===== src/hw/rtl/ert_pkg.sv =====
// shared types and constants of the exclusive reservation table
`default_nettype none

package ert_pkg;

    // payload widths
    localparam int MODE_W = 2;
    localparam int CPU_W  = 4;
    localparam int ADDR_W = 32;
    localparam int WORD_W = 30;
    localparam int CFG_W  = 5;
    localparam int STAT_W = 2;
    localparam int ECNT_W = 5;

    // reset value of the processor count register
    localparam logic [CFG_W-1:0] CPU_COUNT_RST = CFG_W'(3);

    // operation codes
    typedef enum logic [MODE_W-1:0] {
        MODE_MARK  = 2'd0,
        MODE_TEST  = 2'd1,
        MODE_CLEAR = 2'd2
    } t_mode;

    // status codes
    typedef enum logic [STAT_W-1:0] {
        STAT_OK        = 2'd0,
        STAT_MISSING   = 2'd1,
        STAT_OVER_CPUS = 2'd2,
        STAT_FULL      = 2'd3
    } t_status;

    // per-cell control from the sequencer
    typedef struct packed {
        logic occupied;
        logic ld_new;
        logic ld_next;
    } t_cell_ctl;

endpackage

`default_nettype wire


===== src/hw/rtl/ert_in_if.sv =====
// request channel: operation, processor and byte address
`default_nettype none

interface ert_in_if;
    logic                        valid;
    logic                        ready;
    logic [ert_pkg::MODE_W-1:0]  mode;
    logic [ert_pkg::CPU_W-1:0]   cpu_id;
    logic [ert_pkg::ADDR_W-1:0]  address;

    modport source (output valid, output mode, output cpu_id, output address, input ready);
    modport sink   (input valid, input mode, input cpu_id, input address, output ready);
endinterface

`default_nettype wire


===== src/hw/rtl/ert_out_if.sv =====
// response channel: test result, status and entry count
`default_nettype none

interface ert_out_if;
    logic                        valid;
    logic                        ready;
    logic                        test_fail;
    logic [ert_pkg::STAT_W-1:0]  status;
    logic [ert_pkg::ECNT_W-1:0]  entry_count;

    modport source (output valid, output test_fail, output status, output entry_count,
                    input ready);
    modport sink   (input valid, input test_fail, input status, input entry_count,
                    output ready);
endinterface

`default_nettype wire


===== src/hw/rtl/ert_cfg_if.sv =====
// configuration write channel for the processor count
`default_nettype none

interface ert_cfg_if;
    logic                       valid;
    logic                       ready;
    logic [ert_pkg::CFG_W-1:0]  data;

    modport source (output valid, output data, input ready);
    modport sink   (input valid, input data, output ready);
endinterface

`default_nettype wire


===== src/hw/rtl/ert_cell.sv =====
// one table cell: holds a reservation, compares it, takes its right neighbor on a shift
`default_nettype none

module ert_cell (
    input  wire logic                        i_clk,
    input  wire logic                        i_rst_n,
    input  wire ert_pkg::t_cell_ctl          i_ctl,
    input  wire logic [ert_pkg::WORD_W-1:0]  i_word,
    input  wire logic [ert_pkg::CPU_W-1:0]   i_cpu,
    input  wire logic [ert_pkg::WORD_W-1:0]  i_next_word,
    input  wire logic [ert_pkg::CPU_W-1:0]   i_next_cpu,
    output logic      [ert_pkg::WORD_W-1:0]  o_word,
    output logic      [ert_pkg::CPU_W-1:0]   o_cpu,
    output logic                             o_hit
);
    import ert_pkg::*;

    logic [WORD_W-1:0] r_word;
    logic [CPU_W-1:0]  r_cpu;
    logic              r_hit;

    // entry storage: new reservation or shift from the right neighbor
    always_ff @(posedge i_clk) begin
        if (i_ctl.ld_new) begin
            r_word <= i_word;
            r_cpu  <= i_cpu;
        end else if (i_ctl.ld_next) begin
            r_word <= i_next_word;
            r_cpu  <= i_next_cpu;
        end
    end

    // registered match against the broadcast word
    always_ff @(posedge i_clk) begin
        if (!i_rst_n) begin
            r_hit <= 1'b0;
        end else begin
            r_hit <= i_ctl.occupied && (r_word == i_word);
        end
    end

    assign o_word = r_word;
    assign o_cpu  = r_cpu;
    assign o_hit  = r_hit;

endmodule

`default_nettype wire


===== src/hw/rtl/ert_enc.sv =====
// folds the row of match flags into position, presence and owner
`default_nettype none

module ert_enc #(
    parameter int DEPTH = 16
) (
    input  wire logic                       i_clk,
    input  wire logic                       i_rst_n,
    input  wire logic [DEPTH-1:0]           i_hit,
    input  wire logic [ert_pkg::CPU_W-1:0]  i_cpu [DEPTH],
    output logic      [$clog2(DEPTH)-1:0]   o_pos,
    output logic                            o_present,
    output logic      [ert_pkg::CPU_W-1:0]  o_owner
);
    import ert_pkg::*;

    localparam int IW = $clog2(DEPTH);

    logic [IW-1:0]    n_pos;
    logic [CPU_W-1:0] n_owner;
    logic [IW-1:0]    r_pos;
    logic             r_present;
    logic [CPU_W-1:0] r_owner;

    // at most one cell matches, so a plain or of masked values encodes it
    always_comb begin
        n_pos   = '0;
        n_owner = '0;
        for (int i = 0; i < DEPTH; i++) begin
            if (i_hit[i]) begin
                n_pos   = n_pos | IW'(i);
                n_owner = n_owner | i_cpu[i];
            end
        end
    end

    always_ff @(posedge i_clk) begin
        r_pos   <= n_pos;
        r_owner <= n_owner;
    end

    always_ff @(posedge i_clk) begin
        if (!i_rst_n) begin
            r_present <= 1'b0;
        end else begin
            r_present <= |i_hit;
        end
    end

    assign o_pos     = r_pos;
    assign o_present = r_present;
    assign o_owner   = r_owner;

endmodule

`default_nettype wire


===== src/hw/rtl/exclusive_reservation_table.sv =====
// top level: sequencer, entry count and row of reservation cells
//
//  channel  dir  handshake     payload
//  i_in     in   valid/ready   mode, cpu_id, address
//  o_out    out  valid/ready   test_fail, status, entry_count
//  i_cfg    in   valid/ready   data (cpu_count)
//
// one request at a time: accept, compare in every cell, encode the match,
// update the row; the response is registered in the update state, after the cell match
// and encoder registers. the next request is taken the cycle after the response is loaded,
// so the block takes no new request while one is in its compare, encode or update step.
// reset empties the table (count zero) and sets cpu_count to 3; cell contents need no
// reset. a stalled response holds the update step until the response register frees up.
`default_nettype none

module exclusive_reservation_table #(
    parameter int TABLE_DEPTH = 16
) (
    input  wire logic   i_clk,
    input  wire logic   i_rst_n,
    ert_in_if.sink      i_in,
    ert_out_if.source   o_out,
    ert_cfg_if.sink     i_cfg
);
    import ert_pkg::*;

    localparam int IW = $clog2(TABLE_DEPTH);
    localparam int CW = $clog2(TABLE_DEPTH + 1);
    localparam int KW = (CW > CFG_W) ? CW : CFG_W;

    typedef enum logic [1:0] {
        S_IDLE,
        S_CMP,
        S_ENC,
        S_UPD
    } t_state;

    t_state r_state;

    // latched request
    logic [MODE_W-1:0] r_mode;
    logic [CPU_W-1:0]  r_cpu;
    logic [WORD_W-1:0] r_word;

    logic [CW-1:0]     r_count;
    logic [CFG_W-1:0]  r_cpu_count;

    logic              r_out_valid;
    logic              r_test_fail;
    t_status           r_status;
    logic [CW-1:0]     r_out_count;

    // row wiring
    t_cell_ctl         cell_ctl  [TABLE_DEPTH];
    logic [WORD_W-1:0] cell_word [TABLE_DEPTH];
    logic [CPU_W-1:0]  cell_cpu  [TABLE_DEPTH];
    logic [WORD_W-1:0] next_word [TABLE_DEPTH];
    logic [CPU_W-1:0]  next_cpu  [TABLE_DEPTH];
    logic [TABLE_DEPTH-1:0] cell_hit;

    logic [IW-1:0]     enc_pos;
    logic              enc_present;
    logic [CPU_W-1:0]  enc_owner;

    logic              in_beat;
    logic              upd_fire;
    logic              do_add;
    logic              do_del;
    logic [CW-1:0]     n_count;
    logic              n_test_fail;
    t_status           n_status;

    assign in_beat  = i_in.valid && i_in.ready;
    assign upd_fire = (r_state == S_UPD) && (!r_out_valid || o_out.ready);

    assign do_add = (r_mode == MODE_MARK) && !enc_present
                    && (r_count < CW'(TABLE_DEPTH));
    assign do_del = (r_mode == MODE_CLEAR) && enc_present;

    // result of the operation
    always_comb begin
        n_count     = r_count;
        n_test_fail = 1'b0;
        n_status    = STAT_OK;
        if (r_mode == MODE_MARK) begin
            if (!enc_present) begin
                if (r_count >= CW'(TABLE_DEPTH)) begin
                    n_status = STAT_FULL;
                end else begin
                    n_count = r_count + CW'(1);
                    if (KW'(n_count) > KW'(r_cpu_count)) begin
                        n_status = STAT_OVER_CPUS;
                    end
                end
            end
        end else if (r_mode == MODE_TEST) begin
            n_test_fail = !(enc_present && (enc_owner == r_cpu));
        end else if (r_mode == MODE_CLEAR) begin
            if (enc_present) begin
                n_count = r_count - CW'(1);
            end else begin
                n_status = STAT_MISSING;
            end
        end
    end

    // request latch
    always_ff @(posedge i_clk) begin
        if (in_beat) begin
            r_mode <= i_in.mode;
            r_cpu  <= i_in.cpu_id;
            r_word <= i_in.address[ADDR_W-1:2];
        end
    end

    // response payload
    always_ff @(posedge i_clk) begin
        if (upd_fire) begin
            r_test_fail <= n_test_fail;
            r_status    <= n_status;
            r_out_count <= n_count;
        end
    end

    // sequencer, entry count, response valid
    always_ff @(posedge i_clk) begin
        if (!i_rst_n) begin
            r_state     <= S_IDLE;
            r_count     <= '0;
            r_out_valid <= 1'b0;
        end else begin
            if (upd_fire) begin
                r_out_valid <= 1'b1;
            end else if (o_out.ready) begin
                r_out_valid <= 1'b0;
            end
            unique case (r_state)
                S_IDLE: begin
                    if (in_beat) begin
                        r_state <= S_CMP;
                    end
                end
                S_CMP: begin
                    r_state <= S_ENC;
                end
                S_ENC: begin
                    r_state <= S_UPD;
                end
                S_UPD: begin
                    if (upd_fire) begin
                        r_count <= n_count;
                        r_state <= S_IDLE;
                    end
                end
                default: begin
                    r_state <= S_IDLE;
                end
            endcase
        end
    end

    // processor count register
    always_ff @(posedge i_clk) begin
        if (!i_rst_n) begin
            r_cpu_count <= CPU_COUNT_RST;
        end else if (i_cfg.valid && i_cfg.ready) begin
            r_cpu_count <= i_cfg.data;
        end
    end

    assign i_cfg.ready = 1'b1;
    assign i_in.ready  = (r_state == S_IDLE);

    assign o_out.valid       = r_out_valid;
    assign o_out.test_fail   = r_test_fail;
    assign o_out.status      = r_status;
    assign o_out.entry_count = ECNT_W'(r_out_count);

    // row of cells, each but the last fed by its right neighbor
    for (genvar g = 0; g < TABLE_DEPTH; g++) begin : g_cell
        if (g == TABLE_DEPTH - 1) begin : g_last
            assign next_word[g] = cell_word[g];
            assign next_cpu[g]  = cell_cpu[g];
        end else begin : g_mid
            assign next_word[g] = cell_word[g+1];
            assign next_cpu[g]  = cell_cpu[g+1];
        end

        assign cell_ctl[g].occupied = (CW'(g) < r_count);
        assign cell_ctl[g].ld_new   = upd_fire && do_add && (r_count == CW'(g));
        assign cell_ctl[g].ld_next  = upd_fire && do_del && (IW'(g) >= enc_pos)
                                      && (g < TABLE_DEPTH - 1);

        ert_cell u_cell (
            .i_clk       (i_clk),
            .i_rst_n     (i_rst_n),
            .i_ctl       (cell_ctl[g]),
            .i_word      (r_word),
            .i_cpu       (r_cpu),
            .i_next_word (next_word[g]),
            .i_next_cpu  (next_cpu[g]),
            .o_word      (cell_word[g]),
            .o_cpu       (cell_cpu[g]),
            .o_hit       (cell_hit[g])
        );
    end

    // match encoder
    ert_enc #(
        .DEPTH (TABLE_DEPTH)
    ) u_enc (
        .i_clk     (i_clk),
        .i_rst_n   (i_rst_n),
        .i_hit     (cell_hit),
        .i_cpu     (cell_cpu),
        .o_pos     (enc_pos),
        .o_present (enc_present),
        .o_owner   (enc_owner)
    );

endmodule

`default_nettype wire


===== src/flat_wrapper.sv =====
// flat-port wrapper written by rule: the top's interface ports become plain ports
module exclusive_reservation_table_flat import ert_pkg::*;
#(
    parameter int TABLE_DEPTH = 16
)
  (i_clk, i_rst_n, i_in_valid, i_in_mode, i_in_cpu_id, i_in_address, i_in_ready, o_out_valid, o_out_test_fail, o_out_status, o_out_entry_count, o_out_ready, i_cfg_valid, i_cfg_data, i_cfg_ready);
  ert_in_if i_in_i ();
  ert_out_if o_out_i ();
  ert_cfg_if i_cfg_i ();
  input  wire logic i_clk;
  input  wire logic i_rst_n;
  input wire logic [$bits(i_in_i.valid)-1:0] i_in_valid;
  input wire logic [$bits(i_in_i.mode)-1:0] i_in_mode;
  input wire logic [$bits(i_in_i.cpu_id)-1:0] i_in_cpu_id;
  input wire logic [$bits(i_in_i.address)-1:0] i_in_address;
  output wire logic [$bits(i_in_i.ready)-1:0] i_in_ready;
  output wire logic [$bits(o_out_i.valid)-1:0] o_out_valid;
  output wire logic [$bits(o_out_i.test_fail)-1:0] o_out_test_fail;
  output wire logic [$bits(o_out_i.status)-1:0] o_out_status;
  output wire logic [$bits(o_out_i.entry_count)-1:0] o_out_entry_count;
  input wire logic [$bits(o_out_i.ready)-1:0] o_out_ready;
  input wire logic [$bits(i_cfg_i.valid)-1:0] i_cfg_valid;
  input wire logic [$bits(i_cfg_i.data)-1:0] i_cfg_data;
  output wire logic [$bits(i_cfg_i.ready)-1:0] i_cfg_ready;
  assign i_in_i.valid = i_in_valid;
  assign i_in_i.mode = i_in_mode;
  assign i_in_i.cpu_id = i_in_cpu_id;
  assign i_in_i.address = i_in_address;
  assign i_in_ready = i_in_i.ready;
  assign o_out_valid = o_out_i.valid;
  assign o_out_test_fail = o_out_i.test_fail;
  assign o_out_status = o_out_i.status;
  assign o_out_entry_count = o_out_i.entry_count;
  assign o_out_i.ready = o_out_ready;
  assign i_cfg_i.valid = i_cfg_valid;
  assign i_cfg_i.data = i_cfg_data;
  assign i_cfg_ready = i_cfg_i.ready;
  exclusive_reservation_table #(.TABLE_DEPTH(TABLE_DEPTH)) u_core (.i_clk(i_clk), .i_rst_n(i_rst_n), .i_in(i_in_i), .o_out(o_out_i), .i_cfg(i_cfg_i));
endmodule

===== config.mk =====
export PLATFORM = sky130hd
export DESIGN_NAME = exclusive_reservation_table_flat
export DESIGN_NICKNAME = d
export VERILOG_FILES = /design/src/hw/rtl/ert_pkg.sv /design/src/hw/rtl/ert_in_if.sv /design/src/hw/rtl/ert_out_if.sv /design/src/hw/rtl/ert_cfg_if.sv /design/src/hw/rtl/ert_cell.sv /design/src/hw/rtl/ert_enc.sv /design/src/hw/rtl/exclusive_reservation_table.sv /design/src/flat_wrapper.sv
export SDC_FILE = /design/constraint.sdc
export NUM_CORES = 1
export LEC_CHECK = 0
export CORE_MARGIN = 8
export CORE_UTILIZATION = 25
export DETAILED_ROUTE_END_ITERATION = 10
export DONT_BUFFER_PORTS = 1
export SYNTH_ARGS = -nofsm -noshare
export SYNTH_HDL_FRONTEND = slang
export SYNTH_SLANG_ARGS = --single-unit

===== constraint.sdc =====
create_clock -name i_clk -period 6 [get_ports i_clk]
set_clock_uncertainty 0.1 [all_clocks]
set_input_delay 0.3 -clock i_clk [delete_from_list [all_inputs] [get_ports i_clk]]
set_output_delay 0.3 -clock i_clk [all_outputs]
set_load 0.01 [all_outputs]

==> impl_metrics.yaml, run 1 <==
drt:
  viasPerCell: 4.55
  ant_nets: 0
  drc: 0
  via_count: 17700
  first_pass_iters: 5
  wire_per_inst_um: 21.5
  drtIter0Drc: 1497
  wl_mm: 83.8
critical_path:
  crit_arrival_ps: 4130
  slowest_stage: "nor2_4"
  path_cells: "nor3b_1 -> nand4_1 -> nor2_4 -> mux2_2"
  slowest_delay_ps: 980
  cp-start-kind: "register"
  cp-end-kind: "register"
  cp_max_fo: 34
  cp.required_ps: 6260
  worstSetupPathType: "reg2reg"
timing:
  drv_slew: 0
  fmax_ghz: 0.258
  slew_headroom_pct: 17.0
  rsz0062_at_grt: "no"
  fin_crit_sh_pct: 64.6
  tightest_slew_ps: 1240
  final.min_clock_period_ps: 3870
  setup_viol: 0
  hold_viol: 0
  setup_tns_ps: 0
grt:
  grt_pass1_wl_mm: 124
  track_usage_pct: 11.7
  grt_remaining_overflow: 0
  grt_pass1_vias: 18300
  grt_antenna_before_repair: 8
  grt_start_max_net_pins: 37
floorplanning:
  dieArea_um2: 140000
  num_rows: 131
  start_util_pct: 25.1
  ios: 59
  die_x_um: 374
  core_area_um2: 127000
  die_height_um: 374
final_layout:
  layout-drive-gt1-share_pct: 30.5
  post-route-util_pct: 28.7
  antennaDiodeCount: 0
  layout.nets: 2249
  syn_to_final_growth_pct: 14.1
outcome:
  status: "finished clean"
place:
  dp_hpwl_mm: 57.6
  gp_congestion: 0.807
  port_buffers: 0
clock_network:
  clk_latency_ps: 620
  cts_resized: 0
  clockRootBuffer: "clkbuf_16"
  htree_levels: 3
  clock_path_buffers: 3
  clk_pin_slew_ps: 60
  cts_tree: "yes"
  clock_sinks: 626
  numCtsBuffers: 66
power:
  swShare_pct: 27.6
  finalPower_w: 0.0112
  p_sw_w: 0.00308
  combinationalPowerShare_pct: 15.4
  p_clk_share_pct: 39.8
  ir_worst_vdd_uv: 322
  p_per_area_nw_per_um2: 305
  internal_power_w: 0.00807
  seq_power_share_pct: 44.7
  leakagePower_nw: 11.7
logic_synthesis:
  synthTopCellsByCount: "edfxtp_1 (588), mux2_2 (491), xor2_1 (350)"
  synth_area_um2: 32000
  synth_most_common_cell: "edfxtp_1"
  async_flop_share_pct: 0
  yosysTopAreaCell: "edfxtp_1"
  ys_seq_area_share_pct: 57.5
  synth_nets: 2266
  synthDistinctLibCells: 58
  synth_edf_count: 588
  synth_seq_cells: 626
  synth_top_area_share_pct: 55.2
  ys_warn_count: 0
  synth_flop_cell: "edfxtp_1"
  synth_area_leaders: "edfxtp_1 (55%), mux2_2 (17%), xor2_1 (9.6%), xnor2_1 (3.8%), dfxtp_1 (2.4%)"
  postSynthCellCount: 2205
  synth.avg_cell_area_um2: 14.5
min_path:
  hp-class: "in2reg"
flow_run:
  maxCapViolCount: 0
==> flip-flops by register name, indices dropped and copies added, names as in the netlist <==
name and count:
u_core.g_cell.u_cell.o_word 480, u_core.g_cell.u_cell.o_cpu 64, u_core.r_word 30, u_core.g_cell.u_cell.o_hit 16
u_core.o_out.entry_count 5, u_core.r_count 5, u_core.r_cpu_count 5, u_core.r_cpu 4
u_core.u_enc.o_owner 4, u_core.u_enc.o_pos 4, u_core.o_out.status 2, u_core.r_mode 2
u_core.r_state 2, u_core.o_out.test_fail 1, u_core.o_out.valid 1, u_core.u_enc.o_present 1
==> layout make-up <==
class,count,area (um^2)
Tap cell,1662,2080
Timing Repair Buffer,100,903
Clock inverter,31,412
Clock buffer,88,1910
Fill cell,12600,90800
Inverter,15,56.3
Multi-Input combinational cell,1379,12700
Sequential cell,626,18400
==> metal layers <==
layer  vias to the layer above  GRT usage (%)  wire, um
li1                       8200              -         -
met1                      8863           15.4     37300
met2                       492           19.2     39300
met3                       172           2.24      4380
met4                         4           3.91      2790
met5                         -              0        26
==> critical path, delay by kind of cell (launching register included) <==
family,cells,cell delay (ps)
muxes,1,430
and+or+nand+nor,3,2220
DFF,1,850
==> placed cells by master, fill, tap and decap left out, types with 19 or more instances in the layout <==
cell type      netlist  layout
nor3_1              25      25
mux2_1              19      19
dfxtp_1             38      38
xnor2_1            140     140
clkbuf_16            0      71
nor4_1              91      91
mux2_2             491     491
xor2_1             350     350
edfxtp_1           588     588
nand2_1             26      24
nand4_1             59      59
buf_4               15      51
dlygate4sd3_1        0      46
==> stage by stage <==
| step | hold WS, ps | instance area, um^2 | setup slack, ps | std cells |
|---|---|---|---|---|
| 4_1_cts | 13.1 | 36500 | 2120 | 3901 |
| 5_1_grt | 34.4 | 36500 | 2000 | 3901 |
| 6_report | 45.4 | 36500 | 2130 | 3901 |
| 2_1_floorplan | 299 | 32000 | 1180 | 2205 |
| 3_3_place_gp | 267 | 33700 | 2170 | 3735 |
| 3_5_place_dp | 274 | 33700 | 2110 | 3735 |
==> power by group through the flow <==
stage          logic, W  clock network (W)  registers (W)
6_report        0.00172            0.00444        0.00499
5_1_grt         0.00187            0.00469        0.00500
4_1_cts         0.00175            0.00453        0.00499
3_5_place_dp    0.00171                  0        0.00508
3_3_place_gp    0.00171                  0        0.00508
2_1_floorplan   0.00120                  0        0.00498
==> logic make-up (layout without fill, tap and decap cells) <==
group / Yosys count / count (layout) / synth area share [%]
simple gates: 276 / 276 / 5.33
other cells: 1 / 1 / 0.0117
compound gates: 83 / 83 / 1.92
xor+xnor: 490 / 490 / 13.4
buf+inv: 200 / 234 / 3.14
mux: 516 / 516 / 18.1
flops: 626 / 626 / 57.5
fa+ha+maj: 13 / 13 / 0.508
==> final timing paths <==
check,startpoint,end,slack [ps],cells after the start
min reg2reg,u_core.r_cpu_count[2],u_core.r_cpu_count[2],400,2
max reg2reg,u_core.r_count[3],u_core.g_cell[11].u_cell.o_word[8],2130,4
min,i_rst_n,u_core.g_cell[0].u_cell.o_hit,50,2
max,u_core.r_count[3],u_core.g_cell[11].u_cell.o_word[8],2130,4
==> repair_timing <==
item / CTS / global route
setup buffers: 0 / 0
hold endpoints to repair: 58 / 0
hold buffers: 47 / 0
No activity file was read; power rests on OpenSTA's default activity.
==> run 2, diff against run 1 <==
==> constraint.sdc (replaced) <==
create_clock -name i_clk -period 4 [get_ports i_clk]
set_clock_uncertainty 0.1 [all_clocks]
set_input_delay 0.2 -clock i_clk [delete_from_list [all_inputs] [get_ports i_clk]]
set_output_delay 0.2 -clock i_clk [all_outputs]
set_load 0.01 [all_outputs]
==> run 2 against run 1 <==
Effect of this change: sequential power up 53%; highest routed layer is now met4; global-route usage down 0.22 points; register-to-register slack worse by 1400 ps; critical endpoint is now u_core.g_cell[14].u_cell.o_word[12]; largest power group unchanged; largest cell class unchanged.
==> impl_metrics.yaml, run 2 (synthesis results as in run 1) <==
floorplanning:
  num_rows: 131
  die_x_um: 374
  ios: 59
  dieArea_um2: 140000
  core_area_um2: 127000
  start_util_pct: 25.1
  die_height_um: 374
drt:
  drc: 0
  ant_nets: 0
  wire_per_inst_um: 21.1
  viasPerCell: 4.48
  drtIter0Drc: 1248
  wl_mm: 83.3
  first_pass_iters: 5
  via_count: 17600
critical_path:
  slowest_delay_ps: 960
  critPathBufInv: 2
  cp_top_family: "compound AO/OA/AOI/OAI gates"
  crit_arrival_ps: 3500
  worstSetupPathType: "reg2reg"
  cp_max_fo: 28
  cp-end-kind: "register"
  slowest_stage: "o21ai_4"
  path_cells: "ha_1 -> inv_1 -> or3_1 -> o21ai_4 -> buf_4"
  cp.required_ps: 4250
  cp-start-kind: "register"
grt:
  grt_remaining_overflow: 0
  track_usage_pct: 11.4
  grt_antenna_before_repair: 1
  grt_pass1_wl_mm: 123
  grt_start_max_net_pins: 36
  grt_pass1_vias: 18100
final_layout:
  layout-drive-gt1-share_pct: 31.3
  final_common_cell: "edfxtp_1"
  layout.nets: 2289
  largest_register_ffs: 480
  fin_cells: 3940
  syn_to_final_growth_pct: 14.3
  layout_common_cells: "edfxtp_1 (588), mux2_2 (491), xor2_1 (350), xnor2_1 (140), nor4_1 (91)"
  final_area_um2: 36600
power:
  ir_worst_vdd_uv: 409
  leakagePower_nw: 11.8
  p_per_area_nw_per_um2: 439
  finalPower_w: 0.0161
clock_network:
  cts_tree: "yes"
  clock_path_buffers: 3
  clock_sinks: 626
  cts_resized: 0
  cts_setup_buffers: 0
  htree_levels: 2
  clk_latency_ps: 670
  numCtsBuffers: 61
  clk_pin_slew_ps: 60
  holdBufCountCts: 46
  clockRootBuffer: "clkbuf_16"
place:
  post-place-ws_ps: 765
  port_buffers: 0
  placed_cell_area_um2: 34100
  gp_congestion: 0.838
  dp_hpwl_mm: 60.3
  place_inst: 3781
timing:
  drv_slew: 0
  tightest_slew_ps: 1160
  final.min_clock_period_ps: 3250
  setup_viol: 0
  hold_viol: 0
  fmax_ghz: 0.308
  slew_headroom_pct: 22.5
  fin_crit_sh_pct: 81.2
  setup_ws_ps: 753
  rsz0062_at_grt: "no"
outcome:
  status: "finished clean"
min_path:
  hp-class: "in2reg"
flow_run:
  maxCapViolCount: 0
-- run 2: cell types whose count changed in the layout (fill, tap and decap cells not counted), moves of 3 or more --
cell	delta
clkinv_4	+3
buf_12	+7
buf_4	+39
clkbuf_1	+6
clkbuf_16	-9
clkinv_1	+3
bufinv_16	-6
-- run 2: cell type report --
class	count	area (um^2)
clock inverters	29	300
inverters	15	56.3
flip-flops and latches	626	18400
fillers	12700	90800
diodes	1	2.50
multi-input cells	1379	12700
well taps	1662	2080
repair buffers	145	1330
clock buffers	83	1680
-- run 2: metrics by stage --
stage                     hold slack (ps)  TNS, ps  util (%)
after floorplan                       199   -69580         -
after global placement                167        0      26.8
after detailed placement              175        0      26.8
after CTS                            24.6        0      28.7
after global routing                 41.7        0      28.7
final                                75.1        0      28.7
-- run 2: final timing paths --
check / from / slack [ps] / endpoint / cells past startpoint
setup reg to reg: u_core.r_state[1] / 750 / u_core.g_cell[14].u_cell.o_word[12] / 5
hold / removal: i_in_mode[0] / 80 / u_core.r_mode[0] / 1
setup / recovery: u_core.r_state[1] / 750 / u_core.g_cell[14].u_cell.o_word[12] / 5
hold reg to reg: u_core.r_cpu_count[3] / 400 / u_core.r_cpu_count[3] / 2
-- run 2: report_power, final --
part,internal (W),switching [W]
Combinational,0.000949,0.00166
Sequential,0.00727,0.000355
Clock,0.00321,0.00263
-- run 2: routing by layer --
layer	share of wire (%)	global-route usage, %	vias to the layer above
li1	-	-	8251
met1	46	15.8	8882
met2	47	18.9	397
met3	4.4	1.63	114
met4	2.3	2.79	0
met5	0	0	-
-- run 2: worst reg2reg max path: cells and delay by family (launching register included) --
kind | cells | cell delay [ps]
buffers and inverters | 2 | 580
adders and majority gates | 1 | 310
AOI/OAI and AO/OA | 1 | 960
DFF | 1 | 370
and+or+nand+nor | 1 | 610
==> run 3, diff against run 2 <==
--- a/config.mk
+++ b/config.mk
@@ -5,6 +5,7 @@
 export SDC_FILE = /design/constraint.sdc
 export NUM_CORES = 1
 export LEC_CHECK = 0
+export ABC_AREA = 1
 export CORE_MARGIN = 8
 export CORE_UTILIZATION = 25
 export DETAILED_ROUTE_END_ITERATION = 10
==> constraint.sdc (replaced) <==
create_clock -name i_clk -period 2.75 [get_ports i_clk]
set_clock_uncertainty 0.1 [all_clocks]
set_input_delay 0.1375 -clock i_clk [delete_from_list [all_inputs] [get_ports i_clk]]
set_output_delay 0.1375 -clock i_clk [all_outputs]
set_load 0.01 [all_outputs]
==> run 3 against run 2 <==
Effect of this change: die area grew 3.3%; critical path depth grew 3; fmax grew 27%; first-iteration DRC count grew 140%; design area grew 5.9%; critical path type unchanged; highest routed layer unchanged.
==> impl_metrics.yaml, run 3 <==
grt:
  grt_remaining_overflow: 0
  grt_start_max_net_pins: 69
  grt_pass1_vias: 24600
  top_usage_layer: "met2"
  track_usage_pct: 15.1
  grt_pass1_wl_mm: 166
  gr-usage-met1_pct: 19.4
  met3_usage_pct: 2.25
  grt_antenna_before_repair: 3
  gr-usage-met2_pct: 25.0
clock_network:
  clk_latency_ps: 640
  cts_tree: "yes"
  clock_path_buffers: 3
  clockRootBuffer: "clkbuf_16"
  clk_pin_slew_ps: 60
  numCtsBuffers: 74
  clock_sinks: 626
  htree_levels: 3
critical_path:
  path_cells: "inv_1 -> ha_2 -> inv_1 -> o21ai_1 -> o21ai_0 -> dlygate4sd3_1 -> a21oi_1 -> dlygate4sd3_1"
  critPathBufInv: 4
  worstSetupPathType: "reg2reg"
  reg2reg_from: "u_core.r_state[0]"
  crit_arrival_ps: 3010
  cp_max_fo: 4
  ff2ff_path_depth: 8
  cp-end-kind: "register"
  slowest_stage: "dlygate4sd3_1"
  r2r_end: "u_core.r_state[1]"
  r2r_slack_ps: 200
  slowest_delay_ps: 570
  cp_top_family: "buffers and inverters"
  cp.required_ps: 3200
  cp-start-kind: "register"
logic_synthesis:
  synthTopCellsByCount: "nand2_1 (1,366), edfxtp_1 (588), o21ai_0 (537)"
  async_flop_share_pct: 0
  synth_seq_cells: 626
  postSynthCellCount: 3835
  synth_top_area_share_pct: 53.3
  yosysTopAreaCell: "edfxtp_1"
  synth_flop_cell: "edfxtp_1"
  ys_seq_area_share_pct: 55.6
  synth_area_um2: 33100
  synth_area_leaders: "edfxtp_1 (53%), nand2_1 (15%), o21ai_0 (8.1%), nor2_1 (3.6%), inv_1 (3.0%)"
  synth_edf_count: 588
  ys_warn_count: 0
  synth_nets: 3896
  synth.avg_cell_area_um2: 8.64
  synth_most_common_cell: "nand2_1"
  synthDistinctLibCells: 42
drt:
  wire_per_inst_um: 20.1
  first_pass_iters: 7
  drc: 0
  via_count: 26600
  drtIter0Drc: 3028
  wl_mm: 114
  viasPerCell: 4.69
  ant_nets: 0
power:
  p_per_area_nw_per_um2: 668
  ir_worst_vdd_uv: 412
  leakagePower_nw: 16.0
timing:
  drv_slew: 0
  tightest_slew_ps: 898
  slew_headroom_pct: 39.6
  rsz0062_at_grt: "no"
  setup_tns_ps: 0
  final.min_clock_period_ps: 2550
  fmax_ghz: 0.392
  whs_ps: 30.7
  hold_viol: 0
  fin_crit_sh_pct: 92.9
  setup_viol: 0
place:
  dp_hpwl_mm: 81.6
  gp_congestion: 0.944
  port_buffers: 0
floorplanning:
  die_x_um: 380
  start_util_pct: 25.2
  num_rows: 133
  dieArea_um2: 144000
  core_area_um2: 131000
  die_height_um: 380
  ios: 59
min_path:
  hp-class: "in2reg"
  min_to: "u_core.r_word[25]"
  whs_path_depth: 1
  hp-start: "i_in_address[27]"
final_layout:
  layout-drive-gt1-share_pct: 7.65
  layout.nets: 3925
  largest_register_ffs: 480
  layout_common_cells: "nand2_1 (1,365), edfxtp_1 (588), o21ai_0 (533), nor2_1 (313), inv_1 (264)"
  antennaDiodeCount: 0
  syn_to_final_growth_pct: 17.0
  final_common_cell: "nand2_1"
flow_run:
  maxCapViolCount: 0
outcome:
  status: "finished clean"
==> run 3: changes by cell type after synthesis, sizes merged, moves of 8 or more <==
| cell | delta |
|---|---|
| inv | +256 |
| nand2 | +1339 |
| nor2 | +298 |
| nand3 | +43 |
| xor2 | -246 |
| nor4 | -95 |
| clkbuf | +56 |
| a221oi | -12 |
| xnor2 | -65 |
| nand4 | -43 |
| mux2 | -510 |
| o21ai | +653 |
| a2111oi | -8 |
| a21oi | +15 |
==> run 3: how the worst max path moves through the flow <==
stage	cells after the start	startpoint	slack, ps	end
after CTS	8	u_core.r_state[0]	80	u_core.r_state[1]
after floorplan	7	u_core.r_mode[0]	-360	u_core.g_cell[1].u_cell.o_cpu[0]
final	8	u_core.r_state[0]	200	u_core.r_state[1]
after global placement	6	u_core.r_count[4]	270	u_core.g_cell[3].u_cell.o_word[26]
after detailed placement	6	u_core.r_count[4]	210	u_core.g_cell[3].u_cell.o_word[2]
after global routing	8	u_core.r_state[0]	40	u_core.r_state[1]
==> run 3: per-layer routing <==
metal	wire length (um)	part of all wire, %
met1	46700	41
met5	0	0
met4	5990	5.2
met3	8700	7.6
met2	52900	46
==> run 3: metrics by stage <==
step / std cells / utilization, % / cell area (um^2) / total power (W) / setup WS, ps
global placement: 5492 / 27.3 / 35800 / 0.0159 / 274
finish: 5675 / 29.5 / 38800 / 0.0259 / 196
detailed placement: 5492 / 27.3 / 35800 / 0.0160 / 214
floorplan: 3835 / - / 33200 / 0.0136 / -359
CTS: 5675 / 29.5 / 38800 / 0.0259 / 78.8
global route: 5675 / 29.5 / 38800 / 0.0267 / 43.0
==> run 3: power by group <==
| group | total, W | internal [W] | switching, W | leakage [nW] |
|---|---|---|---|---|
| registers | 0.0108 | 0.0106 | 0.000242 | 5.61 |
| clock network | 0.00991 | 0.00584 | 0.00407 | 1.18 |
| logic | 0.00514 | 0.00142 | 0.00372 | 9.20 |
| total | 0.0259 | 0.0178 | 0.00804 | 16.0 |
==> run 3: logic make-up (layout without fill, tap and decap cells) <==
group / count (synthesis) / count (layout) / share of synthesized area, %
simple gates: 1789 / 1789 / 21.5
flops: 626 / 626 / 55.6
compound gates: 716 / 716 / 11.2
other cells: 1 / 1 / 0.0113
fa+ha+maj: 13 / 13 / 0.491
xor+xnor: 179 / 179 / 4.73
buf+inv: 511 / 596 / 6.51
==> run 3: final cells by class <==
type,count,area (um^2)
fill,13600,92700
tap,1755,2200
clock inverter,34,378
multi-input combinational,2698,12600
timing repair buffer,189,2080
sequential,626,18400
clock buffer,98,2020
inverter,275,1030
==> run 3: timing repair <==
item | 4_1_cts | 5_1_grt
resized for setup | 0 | 2
hold buffers | 51 | 0
endpoints found under the hold margin | 93 | 0
buffers inserted | 0 | 0
setup endpoints to repair | 0 | 1
